===== src/rtl/core/stfs_pkg.sv =====
// types, codes and reset values shared by the siren tone and flash sequencer
package stfs_pkg;

    localparam int TONE_W   = 12;
    localparam int CFG_W    = 12;
    localparam int CFG_IDX_W = 3;
    localparam int TICK_W   = 10;
    localparam int REP_W    = 4;

    localparam int ALT_REPEATS_DEF = 3;
    localparam int FREQ_BITS_DEF   = 12;

    typedef logic [TONE_W-1:0]    tone_t;
    typedef logic [CFG_W-1:0]     cfg_data_t;
    typedef logic [CFG_IDX_W-1:0] cfg_idx_t;
    typedef logic [TICK_W-1:0]    tick_cnt_t;
    typedef logic [REP_W-1:0]     rep_cnt_t;
    typedef logic [1:0]           mode_t;
    typedef logic [1:0]           lights_t;

    // register indexes
    localparam cfg_idx_t CFG_SWEEP_LOW   = 3'd0;
    localparam cfg_idx_t CFG_SWEEP_HIGH  = 3'd1;
    localparam cfg_idx_t CFG_SWEEP_STEP  = 3'd2;
    localparam cfg_idx_t CFG_SWEEP_DWELL = 3'd3;
    localparam cfg_idx_t CFG_FLASH       = 3'd4;
    localparam cfg_idx_t CFG_FIRST_TONE  = 3'd5;
    localparam cfg_idx_t CFG_SECOND_TONE = 3'd6;
    localparam cfg_idx_t CFG_ALTERNATE   = 3'd7;

    // register reset values
    localparam logic [11:0] RST_SWEEP_LOW   = 12'd600;
    localparam logic [11:0] RST_SWEEP_HIGH  = 12'd1200;
    localparam logic [7:0]  RST_SWEEP_STEP  = 8'd5;
    localparam logic [7:0]  RST_SWEEP_DWELL = 8'd10;
    localparam logic [9:0]  RST_FLASH       = 10'd40;
    localparam logic [11:0] RST_FIRST_TONE  = 12'd800;
    localparam logic [11:0] RST_SECOND_TONE = 12'd1000;
    localparam logic [9:0]  RST_ALTERNATE   = 10'd100;

    // item kinds
    localparam logic FUNC_TICK    = 1'b0;
    localparam logic FUNC_COMMAND = 1'b1;

    // command characters
    localparam logic [7:0] CMD_STOP      = 8'h30;
    localparam logic [7:0] CMD_SWEEP     = 8'h31;
    localparam logic [7:0] CMD_ALTERNATE = 8'h32;

    localparam mode_t MODE_STOPPED   = 2'd0;
    localparam mode_t MODE_SWEEP     = 2'd1;
    localparam mode_t MODE_ALTERNATE = 2'd2;

    localparam lights_t LIGHTS_OFF    = 2'b00;
    localparam lights_t LIGHTS_FIRST  = 2'b01;
    localparam lights_t LIGHTS_SECOND = 2'b10;

    typedef enum logic [3:0] {
        PH_IDLE = 4'd0,
        PH_UP   = 4'd1,
        PH_F1A  = 4'd2,
        PH_F2A  = 4'd3,
        PH_DOWN = 4'd4,
        PH_F1B  = 4'd5,
        PH_F2B  = 4'd6,
        PH_AON  = 4'd7,
        PH_AOFF = 4'd8,
        PH_BON  = 4'd9,
        PH_BOFF = 4'd10
    } phase_t;

endpackage


===== src/rtl/core/siren_tone_and_flash_sequencer_core.sv =====
// siren tone and flash sequencer: command decode, pattern sequencing and result register
//
// Each request on the s_ side is either a one millisecond tick (s_tuser low) or a command
// character (s_tuser high): '1' runs the rising and falling sweep with light flashes, '2'
// runs the two-tone alternate pattern, '0' stops and silences; other characters do nothing.
// A command taken while a pattern runs is held (latest wins) and applied when that pattern
// ends. Every request yields exactly one result with the tone, both lights and the selected
// mode. One request is taken per clock unless the m_ side stalls: the whole state update is
// a single registered pass, and the result appears on the m_ side the cycle after
// acceptance, held in an output register so that a new request is still taken in the cycle
// the previous result leaves. Configuration writes take effect at the next clock edge.
module siren_tone_and_flash_sequencer_core
    import stfs_pkg::*;
#(
    parameter int ALT_REPEATS = ALT_REPEATS_DEF,
    parameter int FREQ_BITS   = FREQ_BITS_DEF
) (
    input  logic        aclk,
    input  logic        aresetn,
    // request channel
    input  logic        s_tvalid,
    output logic        s_tready,
    input  logic [7:0]  s_tdata,    // [7:0] command_byte
    input  logic        s_tuser,    // [0] func
    // result channel
    output logic        m_tvalid,
    input  logic        m_tready,
    output logic [15:0] m_tdata,    // [11:0] tone_hz, [12] first_light, [13] second_light,
                                    // [15:14] active_mode
    // configuration
    input  logic        cfg_wr_en,
    input  cfg_idx_t    cfg_wr_index,
    input  cfg_data_t   cfg_wr_data
);

    localparam int SUM_W = ((FREQ_BITS > CFG_W) ? FREQ_BITS : CFG_W) + 1;

    typedef logic [FREQ_BITS-1:0] freq_t;
    typedef logic [SUM_W-1:0]     sum_t;

    localparam sum_t FREQ_MAX = sum_t'((1 << FREQ_BITS) - 1);

    // configuration registers
    logic [11:0] sweep_low_reg, sweep_high_reg, first_tone_reg, second_tone_reg;
    logic [7:0]  sweep_step_reg, sweep_dwell_reg;
    logic [9:0]  flash_reg, alternate_reg;

    // sequencer state
    mode_t     selected_mode_reg, selected_mode_next;
    mode_t     pending_mode_reg, pending_mode_next;
    logic      pending_valid_reg, pending_valid_next;
    phase_t    phase_reg, phase_next;
    tick_cnt_t phase_ticks_reg, phase_ticks_next;
    freq_t     sweep_freq_reg, sweep_freq_next;
    rep_cnt_t  repeat_count_reg, repeat_count_next;
    freq_t     tone_reg, tone_next;
    lights_t   lights_reg, lights_next;

    logic        m_tvalid_reg;
    logic [15:0] m_tdata_reg, m_tdata_next;

    logic accept;

    assign s_tready = !m_tvalid_reg || m_tready;
    assign accept   = s_tvalid && s_tready;
    assign m_tvalid = m_tvalid_reg;
    assign m_tdata  = m_tdata_reg;

    always_ff @(posedge aclk) begin
        if (!aresetn) begin
            sweep_low_reg   <= RST_SWEEP_LOW;
            sweep_high_reg  <= RST_SWEEP_HIGH;
            sweep_step_reg  <= RST_SWEEP_STEP;
            sweep_dwell_reg <= RST_SWEEP_DWELL;
            flash_reg       <= RST_FLASH;
            first_tone_reg  <= RST_FIRST_TONE;
            second_tone_reg <= RST_SECOND_TONE;
            alternate_reg   <= RST_ALTERNATE;
        end else if (cfg_wr_en) begin
            case (cfg_wr_index)
                CFG_SWEEP_LOW:   sweep_low_reg   <= cfg_wr_data;
                CFG_SWEEP_HIGH:  sweep_high_reg  <= cfg_wr_data;
                CFG_SWEEP_STEP:  sweep_step_reg  <= cfg_wr_data[7:0];
                CFG_SWEEP_DWELL: sweep_dwell_reg <= cfg_wr_data[7:0];
                CFG_FLASH:       flash_reg       <= cfg_wr_data[9:0];
                CFG_FIRST_TONE:  first_tone_reg  <= cfg_wr_data;
                CFG_SECOND_TONE: second_tone_reg <= cfg_wr_data;
                CFG_ALTERNATE:   alternate_reg   <= cfg_wr_data[9:0];
                default: ;
            endcase
        end
    end

    // next state
    always_comb begin
        tick_cnt_t ticks_inc;
        tick_cnt_t limit;
        logic [7:0] step;
        sum_t       up_sum;
        sum_t       down_bound;
        logic       do_start;
        mode_t      start_mode;

        selected_mode_next = selected_mode_reg;
        pending_mode_next  = pending_mode_reg;
        pending_valid_next = pending_valid_reg;
        phase_next         = phase_reg;
        phase_ticks_next   = phase_ticks_reg;
        sweep_freq_next    = sweep_freq_reg;
        repeat_count_next  = repeat_count_reg;
        tone_next          = tone_reg;
        lights_next        = lights_reg;
        do_start           = 1'b0;
        start_mode         = selected_mode_reg;

        step       = (sweep_step_reg == 8'd0) ? 8'd1 : sweep_step_reg;
        up_sum     = sum_t'(sweep_freq_reg) + sum_t'(step);
        down_bound = sum_t'(sweep_low_reg) + sum_t'(step);
        ticks_inc  = phase_ticks_reg + tick_cnt_t'(1);

        case (phase_reg)
            PH_UP, PH_DOWN:                  limit = tick_cnt_t'(sweep_dwell_reg);
            PH_AON, PH_AOFF, PH_BON, PH_BOFF: limit = alternate_reg;
            default:                         limit = flash_reg;
        endcase
        if (limit == tick_cnt_t'(0)) begin
            limit = tick_cnt_t'(1);
        end

        if (accept) begin
            if (s_tuser == FUNC_TICK) begin
                if (phase_reg != PH_IDLE) begin
                    if (ticks_inc < limit) begin
                        phase_ticks_next = ticks_inc;
                    end else begin
                        phase_ticks_next = '0;
                        case (phase_reg)
                            PH_UP: begin
                                if (up_sum > sum_t'(sweep_high_reg) || up_sum > FREQ_MAX) begin
                                    lights_next = LIGHTS_FIRST;
                                    phase_next  = PH_F1A;
                                end else begin
                                    sweep_freq_next = freq_t'(up_sum);
                                    tone_next       = freq_t'(up_sum);
                                end
                            end
                            PH_DOWN: begin
                                if (sum_t'(sweep_freq_reg) < down_bound) begin
                                    lights_next = LIGHTS_FIRST;
                                    phase_next  = PH_F1B;
                                end else begin
                                    sweep_freq_next = freq_t'(sum_t'(sweep_freq_reg) -
                                                              sum_t'(step));
                                    tone_next       = sweep_freq_next;
                                end
                            end
                            PH_F1A: begin
                                lights_next = LIGHTS_SECOND;
                                phase_next  = PH_F2A;
                            end
                            PH_F1B: begin
                                lights_next = LIGHTS_SECOND;
                                phase_next  = PH_F2B;
                            end
                            PH_F2A: begin
                                lights_next     = LIGHTS_OFF;
                                sweep_freq_next = freq_t'(sweep_high_reg);
                                tone_next       = freq_t'(sweep_high_reg);
                                phase_next      = PH_DOWN;
                            end
                            PH_F2B: begin
                                do_start = 1'b1;
                            end
                            PH_AON: begin
                                lights_next = LIGHTS_OFF;
                                phase_next  = PH_AOFF;
                            end
                            PH_AOFF: begin
                                tone_next   = freq_t'(second_tone_reg);
                                lights_next = LIGHTS_SECOND;
                                phase_next  = PH_BON;
                            end
                            PH_BON: begin
                                lights_next = LIGHTS_OFF;
                                phase_next  = PH_BOFF;
                            end
                            default: begin
                                repeat_count_next = repeat_count_reg + rep_cnt_t'(1);
                                if (repeat_count_next >= rep_cnt_t'(ALT_REPEATS)) begin
                                    do_start = 1'b1;
                                end else begin
                                    tone_next   = freq_t'(first_tone_reg);
                                    lights_next = LIGHTS_FIRST;
                                    phase_next  = PH_AON;
                                end
                            end
                        endcase
                        // pattern end: a held command takes over here
                        if (do_start && pending_valid_reg) begin
                            start_mode         = pending_mode_reg;
                            pending_valid_next = 1'b0;
                            pending_mode_next  = MODE_STOPPED;
                        end
                    end
                end
            end else if (s_tdata >= CMD_STOP && s_tdata <= CMD_ALTERNATE) begin
                if (phase_reg == PH_IDLE) begin
                    start_mode = mode_t'(s_tdata - CMD_STOP);
                    do_start   = 1'b1;
                end else begin
                    pending_mode_next  = mode_t'(s_tdata - CMD_STOP);
                    pending_valid_next = 1'b1;
                end
            end
        end

        if (do_start) begin
            selected_mode_next = start_mode;
            phase_ticks_next   = '0;
            case (start_mode)
                MODE_SWEEP: begin
                    sweep_freq_next = freq_t'(sweep_low_reg);
                    tone_next       = freq_t'(sweep_low_reg);
                    lights_next     = LIGHTS_OFF;
                    phase_next      = PH_UP;
                end
                MODE_ALTERNATE: begin
                    repeat_count_next = '0;
                    tone_next         = freq_t'(first_tone_reg);
                    lights_next       = LIGHTS_FIRST;
                    phase_next        = PH_AON;
                end
                default: begin
                    tone_next   = '0;
                    lights_next = LIGHTS_OFF;
                    phase_next  = PH_IDLE;
                end
            endcase
        end
    end

    // result packing
    always_comb begin
        m_tdata_next = {selected_mode_next, lights_next[1], lights_next[0], tone_t'(tone_next)};
    end

    always_ff @(posedge aclk) begin
        if (!aresetn) begin
            selected_mode_reg <= MODE_STOPPED;
            pending_mode_reg  <= MODE_STOPPED;
            pending_valid_reg <= 1'b0;
            phase_reg         <= PH_IDLE;
            phase_ticks_reg   <= '0;
            sweep_freq_reg    <= '0;
            repeat_count_reg  <= '0;
            tone_reg          <= '0;
            lights_reg        <= LIGHTS_OFF;
            m_tvalid_reg      <= 1'b0;
        end else begin
            selected_mode_reg <= selected_mode_next;
            pending_mode_reg  <= pending_mode_next;
            pending_valid_reg <= pending_valid_next;
            phase_reg         <= phase_next;
            phase_ticks_reg   <= phase_ticks_next;
            sweep_freq_reg    <= sweep_freq_next;
            repeat_count_reg  <= repeat_count_next;
            tone_reg          <= tone_next;
            lights_reg        <= lights_next;
            if (accept) begin
                m_tvalid_reg <= 1'b1;
            end else if (m_tready) begin
                m_tvalid_reg <= 1'b0;
            end
        end
    end

    always_ff @(posedge aclk) begin
        if (accept) begin
            m_tdata_reg <= m_tdata_next;
        end
    end

endmodule


===== config.mk =====
export PLATFORM = sky130hd
export DESIGN_NAME = siren_tone_and_flash_sequencer_core
export DESIGN_NICKNAME = d
export VERILOG_FILES = /design/src/rtl/core/stfs_pkg.sv /design/src/rtl/core/siren_tone_and_flash_sequencer_core.sv
export SDC_FILE = /design/constraint.sdc
export NUM_CORES = 1
export LEC_CHECK = 0
export BUFFER_PORTS_ARGS = -buffer_cell sky130_fd_sc_hd__buf_2
export CAP_MARGIN = 0
export CELL_PAD_IN_SITES_DETAIL_PLACEMENT = 1
export CELL_PAD_IN_SITES_GLOBAL_PLACEMENT = 2
export CORE_MARGIN = 4
export CORE_UTILIZATION = 25
export DETAILED_ROUTE_END_ITERATION = 12
export PLACE_DENSITY = 0.54
export SLEW_MARGIN = 20
export SYNTH_ARGS = -nofsm -noshare
export SYNTH_HDL_FRONTEND = slang
export SYNTH_SLANG_ARGS = --single-unit

===== constraint.sdc =====
create_clock -name aclk -period 11.67 [get_ports aclk]
set_clock_uncertainty 0.2 [all_clocks]
set_input_delay 2.334 -clock aclk [delete_from_list [all_inputs] [get_ports aclk]]
set_output_delay 2.334 -clock aclk [all_outputs]
set_load 0.02 [all_outputs]

==> load_flow_metrics.sql <==
INSERT INTO impl_metrics (metric_group, metric, value, unit) VALUES
('layout', 'layout-drive-gt1-share', '8.72', '%'),
('synthesis', 'synthFlopType', 'sky130_fd_sc_hd__dfxtp_1', ''),
('die', 'floorplan.rows', '73', ''),
('synthesis', 'yosys_warning_count', '0', ''),
('route', 'drc_violations_left', '0', ''),
('worst_setup_path', 'path_max_fanout', '30', ''),
('worst_setup_path', 'r2r_setup_slack', '5.17', 'ns'),
('route', 'vias', '9798', ''),
('synthesis', 'synth_largest_type_area_fraction', '26.6', '%'),
('global_route', 'first_pass_grt_wire_length', '65300', 'µm'),
('synthesis', 'seq_area_frac_synth', '31.3', '%'),
('synthesis', 'synthTopCellsByCount', '232 x sky130_fd_sc_hd__nand2_1, 135 x sky130_fd_sc_hd__a21oi_1, 134 x sky130_fd_sc_hd__dfxtp_1, 90 x sky130_fd_sc_hd__nor2_1, 81 x sky130_fd_sc_hd__o21ai_0', ''),
('global_route', 'met2_track_usage_gr', '29.4', '%'),
('worst_setup_path', 'critical_register_to_register_path_endpoint', 'sweep_freq_reg[3]', ''),
('layout', 'area_growth_syn_to_layout', '13.0', '%'),
('synthesis', 'synthCells', '1320', ''),
('flow_run', 'maxCapViolCount', '0', ''),
('sta', 'report.final.slew_viol_count', '0', ''),
('layout', 'register_area', '3160', 'µm²'),
('layout', 'final_net_count', '1412', ''),
('hold_path', 'worstHoldPathCells', '2', ''),
('global_route', 'antenna_found_initial', '3', ''),
('power_and_ir_drop', 'power.density', '111', 'nW/µm²'),
('clock_network', 'tritoncts_num_sinks', '150', ''),
('placement', 'post-place-ws', '5.15', 'ns'),
('layout', 'fill_count', '4854', ''),
('power_and_ir_drop', 'cellLeakagePower', '0.00425', 'µW'),
('synthesis', 'post-synth-top-area-cell', 'sky130_fd_sc_hd__dfxtp_1', ''),
('synthesis', 'synth-edff-count', '16', ''),
('sta', 'post_route_fraction_of_the_period_consumed_by_the_critical_path', '55.7', '%'),
('sta', 'timing.slew.headroom', '31.2', '%'),
('die', 'die_height', '209', 'µm'),
('die', 'dieArea', '43700', 'µm²'),
('global_route', 'grt_start_max_net_pins', '65', ''),
('worst_setup_path', 'ff2ff_path_depth', '17', ''),
('route', 'total_iterations_of_the_first_detailed_routing_run', '5', ''),
('route', 'drt-wirelength-per-cell', '23.6', 'µm'),
('synthesis', 'yosysUniqueCellTypes', '88', ''),
('placement', 'globalplace.congestion', '0.865', ''),
('route', 'detailedRoute.firstIterationViolations', '631', ''),
('synthesis', 'synth_top_cells_by_area', 'sky130_fd_sc_hd__dfxtp_1 27%, sky130_fd_sc_hd__nand2_1 8.6%, sky130_fd_sc_hd__ha_1 7.7%, sky130_fd_sc_hd__a21oi_1 6.7%, sky130_fd_sc_hd__edfxtp_1 4.8%', ''),
('hold_path', 'hp-class', 'reg -> reg', ''),
('die', 'ioPinCount', '47', ''),
('placement', 'place_inst', '1824', ''),
('clock_network', 'cts_post_setup_buffers_inserted', '0', ''),
('clock_network', 'cts_buffers', '17', ''),
('worst_setup_path', 'timing.critical_path.to_type', 'register', ''),
('clock_network', 'cts.hold.buffers_added', '0', ''),
('die', 'die_w', '209', 'µm'),
('synthesis', 'avgSynthCellArea', '7.65', 'µm²'),
('clock_network', 'tritoncts_clock_tree', 'done', ''),
('worst_setup_path', 'arrival', '6.58', 'ns'),
('synthesis', 'asyncSetResetFlopFracSynth', '0', '%'),
('global_route', 'grt.met1_usage', '29.9', '%'),
('clock_network', 'cts_resized', '0', ''),
('clock_network', 'cts.reportedPaths.clkPinSlew', '0.07', 'ns'),
('route', 'antenna_left', '0', ''),
('sta', 'grt_setup_unrepaired', 'false', ''),
('global_route', 'met3_usage', '3.51', '%'),
('clock_network', 'cts_buffer_depth', '2', ''),
('sta', 'setup_ws', '5.17', 'ns'),
('sta', 'timing.final.crit_period', '6.50', 'ns'),
('sta', 'setup_viol', '0', ''),
('die', 'placeableCoreArea', '39800', 'µm²'),
('worst_setup_path', 'critPathLaunchType', 'register', ''),
('status', 'result_of_the_run', 'finished, final reports clean', ''),
('placement', 'port-buffer-count', '46', ''),
('sta', 'worstMarginPinSlew', '1.03', 'ns'),
('synthesis', 'cell_area_after_technology_mapping', '10100', 'µm²'),
('placement', 'dp_hpwl', '33200', 'µm'),
('synthesis', 'net_count_after_synthesis', '1414', '');
-- cell families (layout without fill, tap and decap cells) --
| family | after synthesis | after routing | synth area share, % |
|---|---|---|---|
| AOI/OAI and AO/OA | 413 | 413 | 26.6 |
| DFF | 150 | 150 | 31.3 |
| muxes | 15 | 15 | 1.54 |
| adders and majority gates | 65 | 65 | 8.28 |
| buffers and inverters | 132 | 143 | 5.38 |
| and+or+nand+nor | 506 | 506 | 23.4 |
| xor gates and xnor gates | 39 | 39 | 3.38 |
-- layout by cell type (no fill, tap or decap), drive strengths merged, types with 15 or more instances in the layout --
cell type    n
a211oi      15
buf         62
nand3       52
nor3        25
a22oi       27
dfxtp      134
a21oi      136
inv         54
nor2        91
ha          62
a31oi       15
clkbuf      20
edfxtp      16
o21ai       83
nor2b       17
xnor2       25
nand2      233
nand2b      16
-- stage by stage --
stage / hold slack [ns] / total power [µW] / utilization (%) / cell area [µm²]
final: 0.272 / 1260 / 28.6 / 11400
after floorplan: 0.233 / 605 / - / 10100
after CTS: 0.271 / 1280 / 28.6 / 11400
after global placement: 0.255 / 645 / 27.0 / 10700
after global routing: 0.297 / 1310 / 28.6 / 11400
after detailed placement: 0.262 / 646 / 27.0 / 10700
-- cell type report --
class	instances	share of cell area [%]
clock buffers	20	4.10
inverters	49	1.61
flip-flops and latches	150	27.7
multi-input cells	1038	56.1
clock inverters	12	1.63
well taps	525	5.76
repair buffers	62	3.07
-- per-layer routing --
layer | vias to the layer above | part of all wire, %
met5 | - | 0
met4 | 0 | 0.78
met3 | 17 | 4.4
met2 | 167 | 43
met1 | 4854 | 52
li1 | 4760 | -
-- worst min-delay path by stage --
stage                                  start            endpoint  slack [ns]
after CTS                 phase_ticks_reg[9]  phase_ticks_reg[9]        0.27
final                     phase_ticks_reg[9]  phase_ticks_reg[9]        0.27
after global routing       first_tone_reg[1]   first_tone_reg[1]        0.30
after floorplan           sweep_dwell_reg[6]  sweep_dwell_reg[6]        0.23
after global placement    phase_ticks_reg[9]  phase_ticks_reg[9]        0.25
after detailed placement  phase_ticks_reg[9]  phase_ticks_reg[9]        0.26
-- critical path: stages (launching register included) --
cell                        delay [ns]
sky130_fd_sc_hd__dfxtp_1          1.00
sky130_fd_sc_hd__nor3b_1          0.76
sky130_fd_sc_hd__a32oi_1          0.08
sky130_fd_sc_hd__o21ai_0          0.21
sky130_fd_sc_hd__a21oi_1          0.12
sky130_fd_sc_hd__ha_1             0.32
sky130_fd_sc_hd__and4_1           0.20
sky130_fd_sc_hd__nor3b_1          0.18
sky130_fd_sc_hd__o2111ai_1        0.26
sky130_fd_sc_hd__a31o_2           0.34
sky130_fd_sc_hd__nand2_1          0.32
sky130_fd_sc_hd__nand3_1          0.25
sky130_fd_sc_hd__o311a_1          0.44
sky130_fd_sc_hd__inv_1            0.08
sky130_fd_sc_hd__ha_1             0.55
sky130_fd_sc_hd__nand2b_1         0.61
sky130_fd_sc_hd__o21ai_0          0.35
sky130_fd_sc_hd__a31oi_1          0.06
-- report_power, final --
group          leakage, µW  switching (µW)  internal, µW
Sequential         0.00125            13.0           531
Combinational      0.00268            62.5          27.0
Clock             0.000318             248           381
(Power assumes the default switching activity.)
